File: src/bmth_pkg.sv
// shared types and codes for the bus member transmit handshake block
// no dependencies
`default_nettype none
package bmth_pkg;

  localparam int unsigned CFG_DATA_W = 64;
  localparam int unsigned CFG_ADDR_W = 6;

  typedef enum logic [3:0] {
    REQ_START   = 4'd0,
    REQ_TURN    = 4'd1,
    REQ_FAIL    = 4'd2,
    REQ_SUCCESS = 4'd3,
    REQ_XMIT    = 4'd4,
    REQ_JOIN    = 4'd5,
    REQ_QUIT    = 4'd6,
    REQ_APP     = 4'd7,
    REQ_TIMEOUT = 4'd8
  } req_t;

  typedef enum logic [3:0] {
    EV_NONE         = 4'd0,
    EV_TX_OK        = 4'd1,
    EV_TX_FAILED    = 4'd2,
    EV_PEER_DATA    = 4'd3,
    EV_TOPIC_DATA   = 4'd4,
    EV_JOINED       = 4'd5,
    EV_QUIT         = 4'd6,
    EV_CONNECTED    = 4'd7,
    EV_DISCONNECTED = 4'd8,
    EV_REREGISTER   = 4'd9
  } app_event_t;

  typedef enum logic [1:0] {
    SEND_NOTHING = 2'd0,
    SEND_PACKET  = 2'd1,
    SEND_SUCCESS = 2'd2
  } send_kind_t;

  typedef enum logic [2:0] {
    REG_OWN_ADDRESS  = 3'd0,
    REG_TOPIC_LOW    = 3'd1,
    REG_TOPIC_HIGH   = 3'd2,
    REG_IDLE_TMO     = 3'd3,
    REG_RESPONSE_TMO = 3'd4
  } reg_idx_t;

  localparam logic [15:0] IDLE_TMO_RESET     = 16'd1000;
  localparam logic [15:0] RESPONSE_TMO_RESET = 16'd10;
  localparam logic [2:0]  MAX_RETRY_REASON   = 3'd3;

  typedef struct packed {
    logic        device_ready;
    logic        class_match;
    logic [2:0]  fail_reason;
    logic [6:0]  source_address;
    logic [7:0]  peer_field;
  } in_beat_t;

  typedef struct packed {
    logic        has_pending;
    logic        is_active;
    logic [15:0] timeout_ms;
    logic        timer_stop;
    logic        timer_arm;
    logic [2:0]  fail_code;
    logic [7:0]  event_address;
    send_kind_t  send_kind;
  } out_beat_t;

endpackage
`default_nettype wire

File: src/bus_member_transmit_handshake.sv
// path from input beat to result beat: input register, then result register
// throughput: one event per cycle while the result side keeps out_tready high
// a two-entry path: a new beat is taken while a finished result waits
// reset: synchronous active-low rst_n clears flags, valids and configuration registers to defaults
// top level of the bus member transmit handshake; uses bmth_pkg
`default_nettype none
module bus_member_transmit_handshake (
  input  wire logic                              clk,
  input  wire logic                              rst_n,
  input  wire logic                              in_tvalid,
  output logic                                   in_tready,
  // peer_field, source_address, fail_reason, class_match, device_ready, zero fill
  input  wire logic [23:0]                       in_tdata,
  // req_type
  input  wire logic [3:0]                        in_tuser,
  output logic                                   out_tvalid,
  input  wire logic                              out_tready,
  // send_kind, event_address, fail_code, timer_arm, timer_stop, timeout_ms,
  // is_active, has_pending, zero fill
  output logic [39:0]                            out_tdata,
  // app_event
  output logic [3:0]                             out_tuser,
  input  wire logic                              cfg_psel,
  input  wire logic                              cfg_penable,
  input  wire logic                              cfg_pwrite,
  input  wire logic [bmth_pkg::CFG_ADDR_W-1:0]   cfg_paddr,
  input  wire logic [bmth_pkg::CFG_DATA_W-1:0]   cfg_pwdata,
  output logic [bmth_pkg::CFG_DATA_W-1:0]        cfg_prdata,
  output logic                                   cfg_pready
);
  import bmth_pkg::*;

  logic [6:0]  own_address_r;
  logic [63:0] topic_low_r;
  logic [63:0] topic_high_r;
  logic [15:0] idle_tmo_r;
  logic [15:0] resp_tmo_r;

  logic active_r, pending_r, sent_wait_r;
  logic active_nxt, pending_nxt, sent_wait_nxt, clear_addr_nxt;

  logic       in_valid_r;
  in_beat_t   in_beat_r;
  logic [3:0] in_req_r;

  logic       out_valid_r;
  out_beat_t  out_beat_r;
  app_event_t out_ev_r;

  out_beat_t  res;
  app_event_t res_ev;

  logic advance, cfg_wr;
  logic [2:0] cfg_idx;

  assign advance    = !out_valid_r || out_tready;
  assign in_tready  = !in_valid_r || advance;
  assign cfg_pready = 1'b1;
  assign cfg_idx    = cfg_paddr[5:3];
  assign cfg_wr     = cfg_psel && cfg_penable && cfg_pwrite;

  // input register
  always_ff @(posedge clk) begin
    if (!rst_n) begin
      in_valid_r <= 1'b0;
    end else if (in_tready) begin
      in_valid_r <= in_tvalid;
    end
    if (in_tready && in_tvalid) begin
      in_beat_r <= in_beat_t'(in_tdata[19:0]);
      in_req_r  <= in_tuser;
    end
  end

  // event handling
  always_comb begin
    logic own_hit, rearm, topic_hit;
    own_hit   = (in_beat_r.peer_field == {1'b0, own_address_r});
    topic_hit = in_beat_r.peer_field[6] ? topic_high_r[in_beat_r.peer_field[5:0]]
                                        : topic_low_r[in_beat_r.peer_field[5:0]];
    rearm          = 1'b0;
    res            = '0;
    res_ev         = EV_NONE;
    active_nxt     = active_r;
    pending_nxt    = pending_r;
    sent_wait_nxt  = sent_wait_r;
    clear_addr_nxt = 1'b0;
    if (in_req_r == REQ_START) begin
      if (in_beat_r.device_ready) begin
        active_nxt        = 1'b1;
        res.timer_arm     = 1'b1;
        res.timeout_ms    = idle_tmo_r;
        res_ev            = EV_CONNECTED;
        res.event_address = {1'b0, own_address_r};
      end else begin
        res_ev = EV_REREGISTER;
      end
    end else if (active_r) begin
      case (in_req_r)
        REQ_TURN: begin
          rearm = 1'b1;
          if (own_hit) begin
            if (pending_r) begin
              res.send_kind = SEND_PACKET;
              sent_wait_nxt = 1'b1;
            end else begin
              res.send_kind = SEND_SUCCESS;
            end
          end
        end
        REQ_FAIL: begin
          rearm = 1'b1;
          if (sent_wait_r) begin
            sent_wait_nxt = 1'b0;
            if (in_beat_r.fail_reason > MAX_RETRY_REASON) begin
              res_ev        = EV_TX_FAILED;
              res.fail_code = in_beat_r.fail_reason;
              pending_nxt   = 1'b0;
            end
          end
        end
        REQ_SUCCESS: begin
          rearm = 1'b1;
          if (sent_wait_r) begin
            sent_wait_nxt = 1'b0;
            res_ev        = EV_TX_OK;
            pending_nxt   = 1'b0;
          end
        end
        REQ_XMIT: begin
          rearm = 1'b1;
          if (in_beat_r.peer_field[7]) begin
            if (topic_hit) begin
              res_ev            = EV_TOPIC_DATA;
              res.event_address = in_beat_r.peer_field;
            end
          end else if (own_hit) begin
            res_ev            = EV_PEER_DATA;
            res.event_address = {1'b0, in_beat_r.source_address};
            res.send_kind     = SEND_SUCCESS;
          end
        end
        REQ_JOIN, REQ_QUIT: begin
          if (own_hit && (in_req_r == REQ_QUIT || !in_beat_r.class_match)) begin
            active_nxt     = 1'b0;
            pending_nxt    = 1'b0;
            sent_wait_nxt  = 1'b0;
            res.timer_stop = 1'b1;
            res_ev         = EV_REREGISTER;
          end else begin
            rearm             = 1'b1;
            res_ev            = (in_req_r == REQ_JOIN) ? EV_JOINED : EV_QUIT;
            res.event_address = in_beat_r.peer_field;
          end
        end
        REQ_APP: begin
          pending_nxt = 1'b1;
        end
        REQ_TIMEOUT: begin
          active_nxt     = 1'b0;
          pending_nxt    = 1'b0;
          sent_wait_nxt  = 1'b0;
          clear_addr_nxt = 1'b1;
          res.timer_stop = 1'b1;
          res_ev         = EV_DISCONNECTED;
        end
        default: begin
        end
      endcase
    end
    if (rearm) begin
      res.timer_arm  = 1'b1;
      res.timeout_ms = sent_wait_nxt ? resp_tmo_r : idle_tmo_r;
    end
    res.is_active   = active_nxt;
    res.has_pending = pending_nxt;
  end

  // flags and result register
  always_ff @(posedge clk) begin
    if (!rst_n) begin
      active_r    <= 1'b0;
      pending_r   <= 1'b0;
      sent_wait_r <= 1'b0;
      out_valid_r <= 1'b0;
    end else if (advance) begin
      out_valid_r <= in_valid_r;
      if (in_valid_r) begin
        active_r    <= active_nxt;
        pending_r   <= pending_nxt;
        sent_wait_r <= sent_wait_nxt;
      end
    end
    if (advance && in_valid_r) begin
      out_beat_r <= res;
      out_ev_r   <= res_ev;
    end
  end

  assign out_tvalid = out_valid_r;
  assign out_tdata  = {7'd0, out_beat_r};
  assign out_tuser  = out_ev_r;

  // configuration registers
  always_ff @(posedge clk) begin
    if (!rst_n) begin
      own_address_r <= '0;
      topic_low_r   <= '0;
      topic_high_r  <= '0;
      idle_tmo_r    <= IDLE_TMO_RESET;
      resp_tmo_r    <= RESPONSE_TMO_RESET;
    end else begin
      if (cfg_wr) begin
        case (cfg_idx)
          REG_OWN_ADDRESS:  own_address_r <= cfg_pwdata[6:0];
          REG_TOPIC_LOW:    topic_low_r   <= cfg_pwdata;
          REG_TOPIC_HIGH:   topic_high_r  <= cfg_pwdata;
          REG_IDLE_TMO:     idle_tmo_r    <= cfg_pwdata[15:0];
          REG_RESPONSE_TMO: resp_tmo_r    <= cfg_pwdata[15:0];
          default: begin
          end
        endcase
      end
      // timeout clears the address
      if (advance && in_valid_r && clear_addr_nxt) begin
        own_address_r <= '0;
      end
    end
  end

  always_comb begin
    case (cfg_idx)
      REG_OWN_ADDRESS:  cfg_prdata = {57'd0, own_address_r};
      REG_TOPIC_LOW:    cfg_prdata = topic_low_r;
      REG_TOPIC_HIGH:   cfg_prdata = topic_high_r;
      REG_IDLE_TMO:     cfg_prdata = {48'd0, idle_tmo_r};
      REG_RESPONSE_TMO: cfg_prdata = {48'd0, resp_tmo_r};
      default:          cfg_prdata = '0;
    endcase
  end

  a_inactive_clean: assert property (@(posedge clk) disable iff (!rst_n)
    !active_r |-> !pending_r && !sent_wait_r)
    else $error("flags set while inactive");

  a_wait_needs_pending: assert property (@(posedge clk) disable iff (!rst_n)
    sent_wait_r |-> pending_r)
    else $error("awaiting answer without pending packet");

  a_arm_stop_excl: assert property (@(posedge clk) disable iff (!rst_n)
    out_valid_r |-> !(out_beat_r.timer_arm && out_beat_r.timer_stop) &&
                    (out_beat_r.timer_arm || out_beat_r.timeout_ms == 16'd0))
    else $error("inconsistent timer fields");

  a_disconnect_clears: assert property (@(posedge clk) disable iff (!rst_n)
    advance && in_valid_r && res_ev == EV_DISCONNECTED
    |=> own_address_r == 7'd0 && !active_r)
    else $error("timeout did not clear member state");

endmodule
`default_nettype wire

File: config.mk
export PLATFORM = sky130hd
export DESIGN_NAME = bus_member_transmit_handshake
export DESIGN_NICKNAME = d
export VERILOG_FILES = /design/src/bmth_pkg.sv /design/src/bus_member_transmit_handshake.sv
export SDC_FILE = /design/constraint.sdc
export NUM_CORES = 1
export LEC_CHECK = 0
export BUFFER_PORTS_ARGS = -buffer_cell sky130_fd_sc_hd__buf_2
export CAP_MARGIN = 40
export CORE_ASPECT_RATIO = 2
export CORE_MARGIN = 3
export CORE_UTILIZATION = 43
export CTS_CLUSTER_DIAMETER = 80
export CTS_CLUSTER_SIZE = 30
export DETAILED_ROUTE_END_ITERATION = 7
export PLACE_DENSITY = 0.65
export SLEW_MARGIN = 20
export SYNTH_ARGS = -nofsm -noshare
export SYNTH_HDL_FRONTEND = slang
export SYNTH_SLANG_ARGS = --single-unit
File: constraint.sdc
create_clock -name clk -period 2.9 [get_ports clk]
set_input_delay 0.145 -clock clk [delete_from_list [all_inputs] [get_ports clk]]
set_output_delay 0.145 -clock clk [all_outputs]
set_load 0.02 [all_outputs]
# After elaboration in Yosys (flattened, before gate mapping)
# Cells that the tools add are included.
# classes
bitwise	5
reduce_logical	26
magnitude_cmp	2
eq_ne	13
muxes	62
# ops
op	n
64-bit case mux with 5 select lines	1
16-bit two-way mux	4
8-bit two-way mux	4
1-bit two-way mux	27
4-bit two-way mux	6
4-bit case mux with 5 select lines	1
4-bit by 3-bit == test with 1-bit output (second input constant)	4
8-bit case mux with 2 select lines	1
1-bit binary-select mux with 6-bit select	2
2-bit two-way mux	6
2-bit AND reduction	6
10-bit two-way mux	1
9-bit two-way mux	1
4-bit by 2-bit == test with 1-bit output (second input constant)	2
8-bit by 7-bit == test with 1-bit output	1
6-bit by 7-bit < comparator with 1-bit output (second input constant)	1
7-bit two-way mux	1
3-bit by 2-bit == test with 1-bit output (second input constant)	2
1-bit logical AND	6
1-bit case mux with 2 select lines	3
2-bit OR reduction	3
1-bit inverter	5
1-bit case mux with 5 select lines	1
5-bit OR reduction	1
14 further kinds	18
# totals
reg_bits	233
wordCells	133
out_inout_bits	111
input_bits	105

# Longest topological paths before layout
# Gate-level depths: netlist (run 1).
# logic_depth
word_depth	9
depth_mapped	10
depth_no_buf	6

# Worst setup path before layout (run 1)
# Ideal clock, no wire load.
# synth_path
path_kind	register to register
from	register in_beat_r[1] in the netlist's numbering
to	register out_ev_r[2] (netlist: out_tuser[2]) (data pin)
path_buffers	3
path_slack_ns	0.343
setup_time_ns	0.259
period_less_slack_ns	2.557
t_arrival_ns	2.298
stages_incl_launch_ff	10
required_time_ns	2.641
path_cell_list	edfxtp_1 > buf_6 > buf_6 > buf_2 > mux4_2 > mux4_2 > o211ai_2 > and4_4 > a41oi_4 > or2_1
# synth_between
elab_chain_cells	8
elab_cells_between_ends	13
classes_between	eq/ne: 1; mux: 11; reduce/logical: 1
# synth_lines
item	line	rtl
start: declaration	bus_member_transmit_handshake.sv:43	in_beat_t in_beat_r;
start signal: assignment	bus_member_transmit_handshake.sv:70	in_beat_r <= in_beat_t'(in_tdata[19:0]);
1-bit binary-select mux with 6-bit select (on tied branches)	bus_member_transmit_handshake.sv:80, bus_member_transmit_handshake.sv:79	
1-bit two-way mux (on tied branches)	bus_member_transmit_handshake.sv:80, bus_member_transmit_handshake.sv:79	
1-bit two-way mux	bus_member_transmit_handshake.sv:79	topic_hit = in_beat_r.peer_field[6] ? topic_high_r[in_beat_r.peer_field[5:0]]
3-bit two-way mux	bus_member_transmit_handshake.sv:133	if (topic_hit) begin
4-bit two-way mux	bus_member_transmit_handshake.sv:132	if (in_beat_r.peer_field[7]) begin
4-bit case mux with 5 select lines *	bus_member_transmit_handshake.sv:99	case (in_req_r)
4-bit two-way mux *	bus_member_transmit_handshake.sv:98	end else if (active_r) begin
4-bit two-way mux *	bus_member_transmit_handshake.sv:88	if (in_req_r == REQ_START) begin
net res_ev[2]	bus_member_transmit_handshake.sv:51	app_event_t res_ev;
end signal: assignment	bus_member_transmit_handshake.sv:196	out_ev_r <= res_ev;
end: declaration	bus_member_transmit_handshake.sv:48	app_event_t out_ev_r;
# The timed path passes the listed nets; every way through them passes the cells marked *. The select of a mux whose other input is x is not followed.
# A chain may end at the register's enable or synchronous reset.

# Final worst setup path (run 1)
# Same ends and word-level chain as after synthesis.

==> results.toml, run 1 <==
[route]
drtPass1Iterations = 5
routed_wire_length_per_instance_um = 19.6
final_antenna_net_count = 0
drt_first_iter_violations = 548
post-route-drc-count = 0
post_drt_via_cell_ratio = 5.46
num_vias = 9653
detail_route.wirelength_um = 34600

[final_layout]
area_taken_by_multi_input_logic_gates_sq_mm = 0.00554
insertedDiodeCount = 0
final_layout_size_suffix_gt1_share_pct = 22.3
regArea_sq_mm = 0.00528
final_cell_mix = "sky130_fd_sc_hd__nand2_1, sky130_fd_sc_hd__buf_2, sky130_fd_sc_hd__dfxtp_1"
syn2layout_area_growth_pct = 23.1
mostFrequentLayoutCell = "sky130_fd_sc_hd__nand2_1"
fillerInstances = 2367
final_net_count = 1530

[critical_path]
regToRegSetupSlack_ns = 0.1
timing.critical_path.from_type = "register"
endpoint = "out_tuser[2]"
worst_setup_path_end_kind = "register"
end_of_the_worst_register_to_register_path = "out_tuser[2]"
worst-setup-path-type = "reg2reg"
cp-startpoint = "in_beat_r[1]"
crit-reg2reg-launch = "in_beat_r[1]"
crit_fanout = 21
worst-endpoint-required_ns = 3.14
timing.critical_path.arrival_ns = 3.04
depth_of_the_worst_register_to_register_path = 7

[grt]
grtUsageMet2_pct = 44.1
number_of_antenna_violations_at_the_first_check_in_global_routing = 0
grt_overflow_total = 0
grt_pass1_wl_um = 53800
grt_max_degree = 79
first_global_vias = 9752
grt_usage_pct = 23.7
grt_util_met1_pct = 26.6
met3_usage_pct = 2.36
grt.busiest_layer = "met2"

[synthesis]
synth_ff_type = "sky130_fd_sc_hd__dfxtp_1"
synth-async-reset-ratio_pct = 0
synth_enable_flop_cells = 61
synth-seq-area-share_pct = 46.5
netlist_instances = 1171
syn_area_sq_mm = 0.0113
synth_warnings = 0
count_of_state_elements_after_synthesis = 233
post_synth_num_cell_types = 77
syn-mean-instance-area_sq_um = 9.68

[cts]
cts-htree-levels = 1
cts.clk_slew.worst_paths_ns = 0.12
root_buffer = "sky130_fd_sc_hd__clkbuf_16"
cts_max_path_bufs = 3
tritoncts_clock_tree = "yes"
worst_skew_pair.late_latency_ns = 0.48
clock_tree_sinks = 233
cts_made_buffers = 11

[floorplan]
fp.coreArea_sq_mm = 0.0259
die_x_um = 121
die-area_sq_mm = 0.0285
start_util_pct = 43.9
ios = 216
die_height_um = 236
std_cell_rows = 83

[sta]
timing.fmax_mhz = 357
whs_ns = 0.141
timing_worst_slew_pin_value_ns = 0.807
timing.setup.tns_ns = 0
finalMaxSlewViolations = 0
period_utilisation_layout_pct = 96.6
timing.max_slew.rel_slack_pct = 45.6
total_count_of_hold_check_failures_in_the_final_report = 0
setup_repair_after_global_routing_missed_its_margin = "no"
fin_skew_ns = 0.0191
count_of_endpoints_failing_setup_in_the_final_report = 0
period_needed_ns = 2.80

[pwr]
cell_internal_pwr_mw = 4.48
power_per_cell_area_mw_per_mm2 = 423
clock_power_share_pct = 30.9
p_leak_nw = 5.35
p_comb_share_pct = 10.9
irDropWorstVdd_v = 0.000346
power_frac_seq_pct = 58.3
p_switching_mw = 1.42
power_switching_share_pct = 24.0

[job]
max_capacitance_violation_total = 0

[outcome]
run_status = "complete, no violations"

[place]
port_buffers = 200
place.gp.congestion = 0.863
detailedPlacementHpwl_um = 24500

[hold_path]
min_path_type = "in2reg"
## per-stage QoR
stage	utilization (%)	cell area (sq um)	setup slack (ns)	total power, mW	instances
finish	54.0	14000	0.0981	5.90	1768
global route	54.0	14000	0.0290	6.10	1768
CTS	53.8	13900	0.0604	5.96	1766
detailed placement	49.1	12700	0.0374	4.06	1660
global placement	49.1	12700	0.114	4.05	1660
floorplan	-	11400	0.343	3.83	1177
## repair_timing
| item | 4_1_cts | 5_1_grt |
|---|---|---|
| endpoints found under the setup margin | 3 | 17 |
| gates resized for setup | 0 | 1 |
| cloned | 0 | 0 |
| hold buffers | 90 | 0 |
| buffers inserted | 0 | 2 |
| pin swaps | 1 | 2 |
| endpoints found under the hold margin | 186 | 0 |
## power by group through the flow
| stage | clock network, mW | registers, mW | logic, mW |
|---|---|---|---|
| 2_1_floorplan | 0 | 3.53 | 0.300 |
| 3_3_place_gp | 0 | 3.51 | 0.540 |
| 3_5_place_dp | 0 | 3.51 | 0.543 |
| 4_1_cts | 1.88 | 3.44 | 0.640 |
| 5_1_grt | 1.97 | 3.45 | 0.687 |
| 6_report | 1.82 | 3.44 | 0.640 |
## kinds of logic after synthesis
| kind of cell | count (synthesis) | share of synthesized area (%) |
|---|---|---|
| AO/OA/AOI/OAI | 310 | 21.4 |
| flip-flops | 233 | 46.5 |
| AND/OR/NAND/NOR | 449 | 16.9 |
| other | 2 | 0.0662 |
| XOR/XNOR | 7 | 0.872 |
| multiplexers | 60 | 9.17 |
| buffers and inverters | 110 | 5.04 |
## cells in the mapped netlist, types with 4 or more instances
| cell | number | share of area (%) |
|---|---|---|
| sky130_fd_sc_hd__a21boi_0 | 150 | 9.9 |
| sky130_fd_sc_hd__a21o_1 | 6 | 0.40 |
| sky130_fd_sc_hd__a21oi_1 | 16 | 0.71 |
| sky130_fd_sc_hd__a22o_1 | 72 | 5.6 |
| sky130_fd_sc_hd__a22oi_1 | 19 | 1.3 |
| sky130_fd_sc_hd__and2_1 | 8 | 0.44 |
| sky130_fd_sc_hd__buf_2 | 4 | 0.18 |
| sky130_fd_sc_hd__buf_4 | 10 | 0.66 |
| sky130_fd_sc_hd__buf_6 | 7 | 0.70 |
| sky130_fd_sc_hd__clkbuf_1 | 69 | 2.3 |
| sky130_fd_sc_hd__dfxtp_1 | 172 | 30 |
| sky130_fd_sc_hd__edfxtp_1 | 61 | 16 |
| sky130_fd_sc_hd__inv_1 | 11 | 0.36 |
| sky130_fd_sc_hd__mux2i_1 | 24 | 2.1 |
| sky130_fd_sc_hd__mux4_2 | 31 | 6.2 |
| sky130_fd_sc_hd__nand2_1 | 353 | 12 |
| sky130_fd_sc_hd__nand2b_1 | 4 | 0.22 |
| sky130_fd_sc_hd__nand3_1 | 20 | 0.88 |
| sky130_fd_sc_hd__nor2_1 | 25 | 0.83 |
| sky130_fd_sc_hd__nor2b_1 | 10 | 0.55 |
| sky130_fd_sc_hd__nor3_1 | 6 | 0.26 |
| sky130_fd_sc_hd__o21ai_0 | 9 | 0.40 |
| sky130_fd_sc_hd__o22ai_1 | 7 | 0.39 |
| sky130_fd_sc_hd__xor2_2 | 5 | 0.72 |
## final cells by class
cell class	count	area share (%)
clock buffer	14	2.05
multi-input combinational	834	39.7
clock inverter	2	0.251
timing repair buffer	333	16.9
inverter	12	0.323
tap	340	3.05
sequential	233	37.8
## registers in the layout, summed over array words and instances, names as in the netlist
name,count
in_beat_r,20
in_valid_r,1
out_tvalid,1
in_req_r,4
own_address_r,7
out_tdata,33
out_tuser,4
topic_low_r,64
idle_tmo_r,16
active_r,1
resp_tmo_r,16
pending_r,1
sent_wait_r,1
topic_high_r,64
## critical path, stage by stage (launching register included)
cell,delay (ns)
sky130_fd_sc_hd__edfxtp_1,0.42
sky130_fd_sc_hd__buf_12,0.20
sky130_fd_sc_hd__mux4_2,0.52
sky130_fd_sc_hd__mux4_2,0.52
sky130_fd_sc_hd__o211ai_2,0.15
sky130_fd_sc_hd__and4_4,0.27
sky130_fd_sc_hd__a41oi_4,0.19
sky130_fd_sc_hd__or2_1,0.27
## worst min path at each step
stage                       from            end  slack (ns)  cells after the start
floorplan            in_tdata[0]   in_beat_r[0]        0.24                      0
global placement    in_tdata[12]  in_beat_r[12]        0.32                      1
finish                     rst_n  idle_tmo_r[6]        0.14                      2
detailed placement  in_tdata[14]  in_beat_r[14]        0.32                      1
CTS                        rst_n  idle_tmo_r[6]        0.13                      2
global route               rst_n  idle_tmo_r[6]        0.18                      2
## metal layers
layer / vias to the layer above / share of wire (%)
met1: 4658 / 36
met5: - / 0
met2: 296 / 55
li1: 4620 / -
met4: 0 / 4.6
met3: 79 / 4.2
Note: power is estimated with default switching activity, not from simulation.
==> run 2, diff against run 1 <==
--- a/config.mk
+++ b/config.mk
@@ -14,6 +14,7 @@
 export CTS_CLUSTER_SIZE = 30
 export DETAILED_ROUTE_END_ITERATION = 7
 export PLACE_DENSITY = 0.65
+export SETUP_SLACK_MARGIN = 0.1
 export SLEW_MARGIN = 20
 export SYNTH_ARGS = -nofsm -noshare
 export SYNTH_HDL_FRONTEND = slang
==> run 2 against run 1 <==
- largest power group unchanged
- critical endpoint unchanged
- sequential share of layout area fell by 0.27 points
- first-iteration DRC count rose by 27%
- combinational power rose by 3%
==> results.toml, run 2 (synthesis gave the netlist of run 1 again) <==
[critical_path]
cp-startpoint = "in_beat_r[1]"
worst-endpoint-required_ns = 3.14
timing.critical_path.arrival_ns = 3.03
critical_path.most_common_cell = "sky130_fd_sc_hd__mux4_2"
cp_max_delay_cell = "sky130_fd_sc_hd__mux4_2"
worst_path_max_stage_delay_ns = 0.52
worst_setup_path_end_kind = "register"
critPathTopFamily = "multiplexers"
timing.critical_path.from_type = "register"
crit_fanout = 8
critical_path_buf_inv_count = 1
worst-setup-path-type = "reg2reg"
crit-reg2reg-launch = "in_beat_r[1]"
cells_along_the_critical_path = "buf_12, mux4_2, mux4_2, o211ai_2, and4_4, a41oi_4, or2_1"

[final_layout]
final_layout_size_suffix_gt1_share_pct = 22.6
area_taken_by_multi_input_logic_gates_sq_mm = 0.00554
syn2layout_area_growth_pct = 24.0
final_cell_mix = "sky130_fd_sc_hd__nand2_1, sky130_fd_sc_hd__buf_2, sky130_fd_sc_hd__dfxtp_1"
fillerInstances = 2356
final_cell_count_no_fill = 1775
final_net_count = 1537
layout.core_utilization_pct = 54.4
insertedDiodeCount = 0
mostFrequentLayoutCell = "sky130_fd_sc_hd__nand2_1"
regArea_sq_mm = 0.00528

[grt]
grt_overflow_total = 0
number_of_antenna_violations_at_the_first_check_in_global_routing = 0
grt_max_degree = 79
grt_pass1_wl_um = 54100
first_global_vias = 9742
grt_usage_pct = 23.8

[cts]
cts-htree-levels = 1
cts_made_buffers = 11
worst_skew_pair.late_latency_ns = 0.49
root_buffer = "sky130_fd_sc_hd__clkbuf_16"
clock_tree_sinks = 233
tritoncts_clock_tree = "yes"
cts_max_path_bufs = 3
cts.clk_slew.worst_paths_ns = 0.12

[route]
post-route-drc-count = 0
final_antenna_net_count = 0
drtPass1Iterations = 5
detail_route.wirelength_um = 35100
drt_first_iter_violations = 696
routed_wire_length_per_instance_um = 19.8
post_drt_via_cell_ratio = 5.48
num_vias = 9726

[pwr]
p_leak_nw = 5.40
irDropWorstVdd_v = 0.000346
power_per_cell_area_mw_per_mm2 = 422

[floorplan]
die_height_um = 236
fp.coreArea_sq_mm = 0.0259
die_x_um = 121
std_cell_rows = 83
start_util_pct = 43.9
die-area_sq_mm = 0.0285
ios = 216

[hold_path]
min_path_type = "in2reg"
worst_hold_startpoint = "rst_n"

[sta]
period_utilisation_layout_pct = 96.1
total_count_of_hold_check_failures_in_the_final_report = 0
count_of_endpoints_failing_setup_in_the_final_report = 0
post-route-worst-setup-slack_ns = 0.112
timing.fmax_mhz = 359
timing_worst_slew_pin_value_ns = 0.816
timing.max_slew.rel_slack_pct = 45.0
finalMaxSlewViolations = 0
timing.setup.tns_ns = 0
period_needed_ns = 2.79
fin_skew_ns = 0.0205
setup_repair_after_global_routing_missed_its_margin = "yes"

[place]
dp.cells = 1660
place.gp.congestion = 0.863
dpl_worst_slack_ns = 0.0374
detailedPlacementHpwl_um = 24500
port_buffers = 200

[job]
max_capacitance_violation_total = 0

[outcome]
run_status = "complete, no violations"
==> run 2: changes by cell type in the layout (fill, tap and decap cells not counted) <==
cell | before | now
sky130_fd_sc_hd__clkbuf_16 | 11 | 13
sky130_fd_sc_hd__buf_4 | 34 | 38
sky130_fd_sc_hd__buf_12 | 10 | 11
==> run 2: worst paths after layout <==
check / end / slack (ns) / depth (start not counted)
setup reg to reg: out_tuser[2] / 0.11 / 7
setup / recovery: out_tuser[2] / 0.11 / 7
hold reg to reg: topic_low_r[30] / 0.48 / 2
hold / removal: idle_tmo_r[6] / 0.14 / 2
==> run 2: routing by layer <==
layer  GRT usage, %  up-vias  part of all wire [%]
li1               -     4644                     -
met1           26.8     4669                    36
met2           44.6      331                    55
met3           2.43       82                   4.6
met4           9.66        0                   4.3
met5              0        -                     0
==> run 2: through the flow <==
stage | hold WS (ns) | power (mW) | area, sq um
finish | 0.141 | 5.92 | 14100
global placement | 0.322 | 4.05 | 12700
floorplan | 0.244 | 3.83 | 11400
detailed placement | 0.323 | 4.06 | 12700
CTS | 0.128 | 5.96 | 13900
global route | 0.178 | 6.12 | 14100
==> run 2: area by class of cell <==
type                    instances  share of cell area [%]
clock inverters                 2                   0.249
multi-input cells             834                    39.4
repair buffers                340                    17.4
inverters                      12                   0.320
well taps                     340                    3.03
clock buffers                  14                    2.04
flip-flops and latches        233                    37.5
==> run 2: repair_timing <==
item	in CTS	in global routing
hold endpoints to repair	186	0
gates resized for setup	1	0
pin swaps	2	4
buffers inserted	1	6
setup endpoints to repair	17	24
cloned	0	2
hold buffers	90	0
==> run 2: power breakdown <==
group / internal [mW] / switching [mW] / total [mW]
registers: 3.40 / 0.0409 / 3.44
logic: 0.297 / 0.361 / 0.658
clock network: 0.802 / 1.03 / 1.83
==> run 3, diff against run 2 <==
--- a/config.mk
+++ b/config.mk
@@ -10,6 +10,7 @@
 export CORE_ASPECT_RATIO = 2
 export CORE_MARGIN = 3
 export CORE_UTILIZATION = 43
+export CTS_BUF_LIST = sky130_fd_sc_hd__clkbuf_4 sky130_fd_sc_hd__clkbuf_8
 export CTS_CLUSTER_DIAMETER = 80
 export CTS_CLUSTER_SIZE = 30
 export DETAILED_ROUTE_END_ITERATION = 7
==> constraint.sdc (replaced) <==
create_clock -name clk -period 3.4 [get_ports clk]
set_input_delay 0.17 -clock clk [delete_from_list [all_inputs] [get_ports clk]]
set_output_delay 0.17 -clock clk [all_outputs]
set_load 0.02 [all_outputs]
==> run 3 against run 2 <==
- routed wire length shrank 0.53%
- first-iteration DRC count shrank 11%
- clock power shrank 35%
- worst hold slack lost 0.090 ns
- sequential share of layout area grew 1.1 points
- sequential cell count is the same
- global-route usage grew 0.081 points
- final cell count shrank 1.1%
- power shrank 21%
- worst setup slack gained 0.26 ns
- core utilization shrank 1.6 points
- register-to-register slack gained 0.26 ns
==> results.toml, run 3 (synthesis gave the netlist of run 1 again) <==
[outcome]
run_status = "complete, no violations"

[cts]
root_buffer = "sky130_fd_sc_hd__clkbuf_8"
cts_made_buffers = 11
clock_tree_sinks = 233
cts_max_path_bufs = 3
tritoncts_clock_tree = "yes"
worst_skew_pair.late_latency_ns = 0.53
cts.clk_slew.worst_paths_ns = 0.18
cts-htree-levels = 1

[critical_path]
worst_setup_path_end_kind = "register"
timing.critical_path.from_type = "register"
worst-setup-path-type = "reg2reg"
worst-endpoint-required_ns = 3.70
cells_along_the_critical_path = "buf_4, mux4_2, a22o_1, o211ai_1, and4_4, a41oi_4, or2_1"
worst_path_max_stage_delay_ns = 0.74
cp_max_delay_cell = "sky130_fd_sc_hd__edfxtp_1"
crit_fanout = 13
critical_path_buf_inv_count = 1
crit-reg2reg-launch = "in_beat_r[1]"
critPathTopFamily = "flip-flops"
timing.critical_path.arrival_ns = 3.33
regToRegSetupSlack_ns = 0.37
cp-startpoint = "in_beat_r[1]"

[final_layout]
post-route-cell-area_sq_mm = 0.0137
final_layout_size_suffix_gt1_share_pct = 21.6
mostFrequentLayoutCell = "sky130_fd_sc_hd__nand2_1"
final_cell_count_no_fill = 1756
regArea_sq_mm = 0.00528
fillerInstances = 2435
final_net_count = 1517
final_cell_mix = "sky130_fd_sc_hd__nand2_1, sky130_fd_sc_hd__buf_2, sky130_fd_sc_hd__dfxtp_1"
syn2layout_area_growth_pct = 20.4
area_taken_by_multi_input_logic_gates_sq_mm = 0.00554

[job]
max_capacitance_violation_total = 0

[grt]
grt_pass1_wl_um = 53700
grt_overflow_total = 0
first_global_vias = 9667
grt_usage_pct = 23.8
number_of_antenna_violations_at_the_first_check_in_global_routing = 0
grt_max_degree = 65

[sta]
setup_repair_after_global_routing_missed_its_margin = "no"
timing.fmax_mhz = 330
timing.setup.tns_ns = 0
total_count_of_hold_check_failures_in_the_final_report = 0
timing.max_slew.rel_slack_pct = 44.9
finalMaxSlewViolations = 0
period_needed_ns = 3.03
fin_skew_ns = 0.0237
timing_worst_slew_pin_value_ns = 0.826
count_of_endpoints_failing_setup_in_the_final_report = 0
period_utilisation_layout_pct = 89.0

[pwr]
p_leak_nw = 5.21
p_comb_share_pct = 11.3
clock_power_share_pct = 25.6
power_per_cell_area_mw_per_mm2 = 342
power_switching_share_pct = 25.2
p_switching_mw = 1.18
power_frac_seq_pct = 63.1
cell_internal_pwr_mw = 3.49
irDropWorstVdd_v = 0.000280

[route]
post-route-drc-count = 0
drtPass1Iterations = 5
drt_first_iter_violations = 616
final_antenna_net_count = 0
routed_wire_length_per_instance_um = 19.9
num_vias = 9694
detail_route.wirelength_um = 34900
post_drt_via_cell_ratio = 5.52

[floorplan]
start_util_pct = 43.9
die_height_um = 236
die_x_um = 121
std_cell_rows = 83
die-area_sq_mm = 0.0285
ios = 216
fp.coreArea_sq_mm = 0.0259

[place]
port_buffers = 200
dp.cells = 1648
detailedPlacementHpwl_um = 24500
place.gp.congestion = 0.872
post_dp_cell_area_sq_mm = 0.0126

[hold_path]
worst_hold_startpoint = "rst_n"
min_path_type = "in2reg"
run 3: area by class of cell:
class | instances | area share [%]
Antenna cell | 1 | 0.0183
Clock buffer | 15 | 1.33
Inverter | 12 | 0.330
Clock inverter | 1 | 0.0642
Timing Repair Buffer | 320 | 15.9
Sequential cell | 233 | 38.6
Multi-Input combinational cell | 834 | 40.6
Tap cell | 340 | 3.12
run 3: what timing repair did:
action                                  in CTS  in global routing
buffers inserted                             0                  1
resized for setup                            0                  0
hold buffers                                90                  0
hold endpoints to repair                   193                  0
endpoints found under the setup margin       0                  4
run 3: worst paths after layout:
path                                    endpoint  cells past startpoint
worst min register to register  topic_high_r[58]                      2
worst min-delay path               idle_tmo_r[3]                      2
worst max-delay path                out_tuser[2]                      7
worst max register to register      out_tuser[2]                      7
run 3: worst reg2reg max path: cells and delay by family, from the launching register on:
kind	cells	cell delay, ns
and+or+nand+nor	2	0.55
buffers and inverters	1	0.35
AOI/OAI and AO/OA	3	0.63
DFF	1	0.74
muxes	1	0.54
run 3: power by group through the flow:
stage               clock (mW)  sequential [mW]  combinational, mW
finish                    1.19             2.94              0.528
global route              1.33             2.95              0.568
CTS                       1.23             2.95              0.524
detailed placement           0             3.01              0.440
global placement             0             3.01              0.435
floorplan                    0             3.01              0.256
run 3: stage by stage:
stage	hold WS [ns]	worst slack [ns]	util [%]	power [mW]
finish	0.0508	0.373	52.8	4.66
global route	0.0475	0.156	52.8	4.85
CTS	0.0315	0.292	52.8	4.70
detailed placement	0.348	0.341	48.5	3.45
global placement	0.347	0.386	48.5	3.44
floorplan	0.269	0.843	-	3.27
run 3: routing by layer:
| layer | share of wire (%) | global-route usage, % |
|---|---|---|
| met5 | 0 | 0 |
| met4 | 5.5 | 12.0 |
| met3 | 4.9 | 2.72 |
| met2 | 54 | 44.3 |
| met1 | 36 | 26.1 |
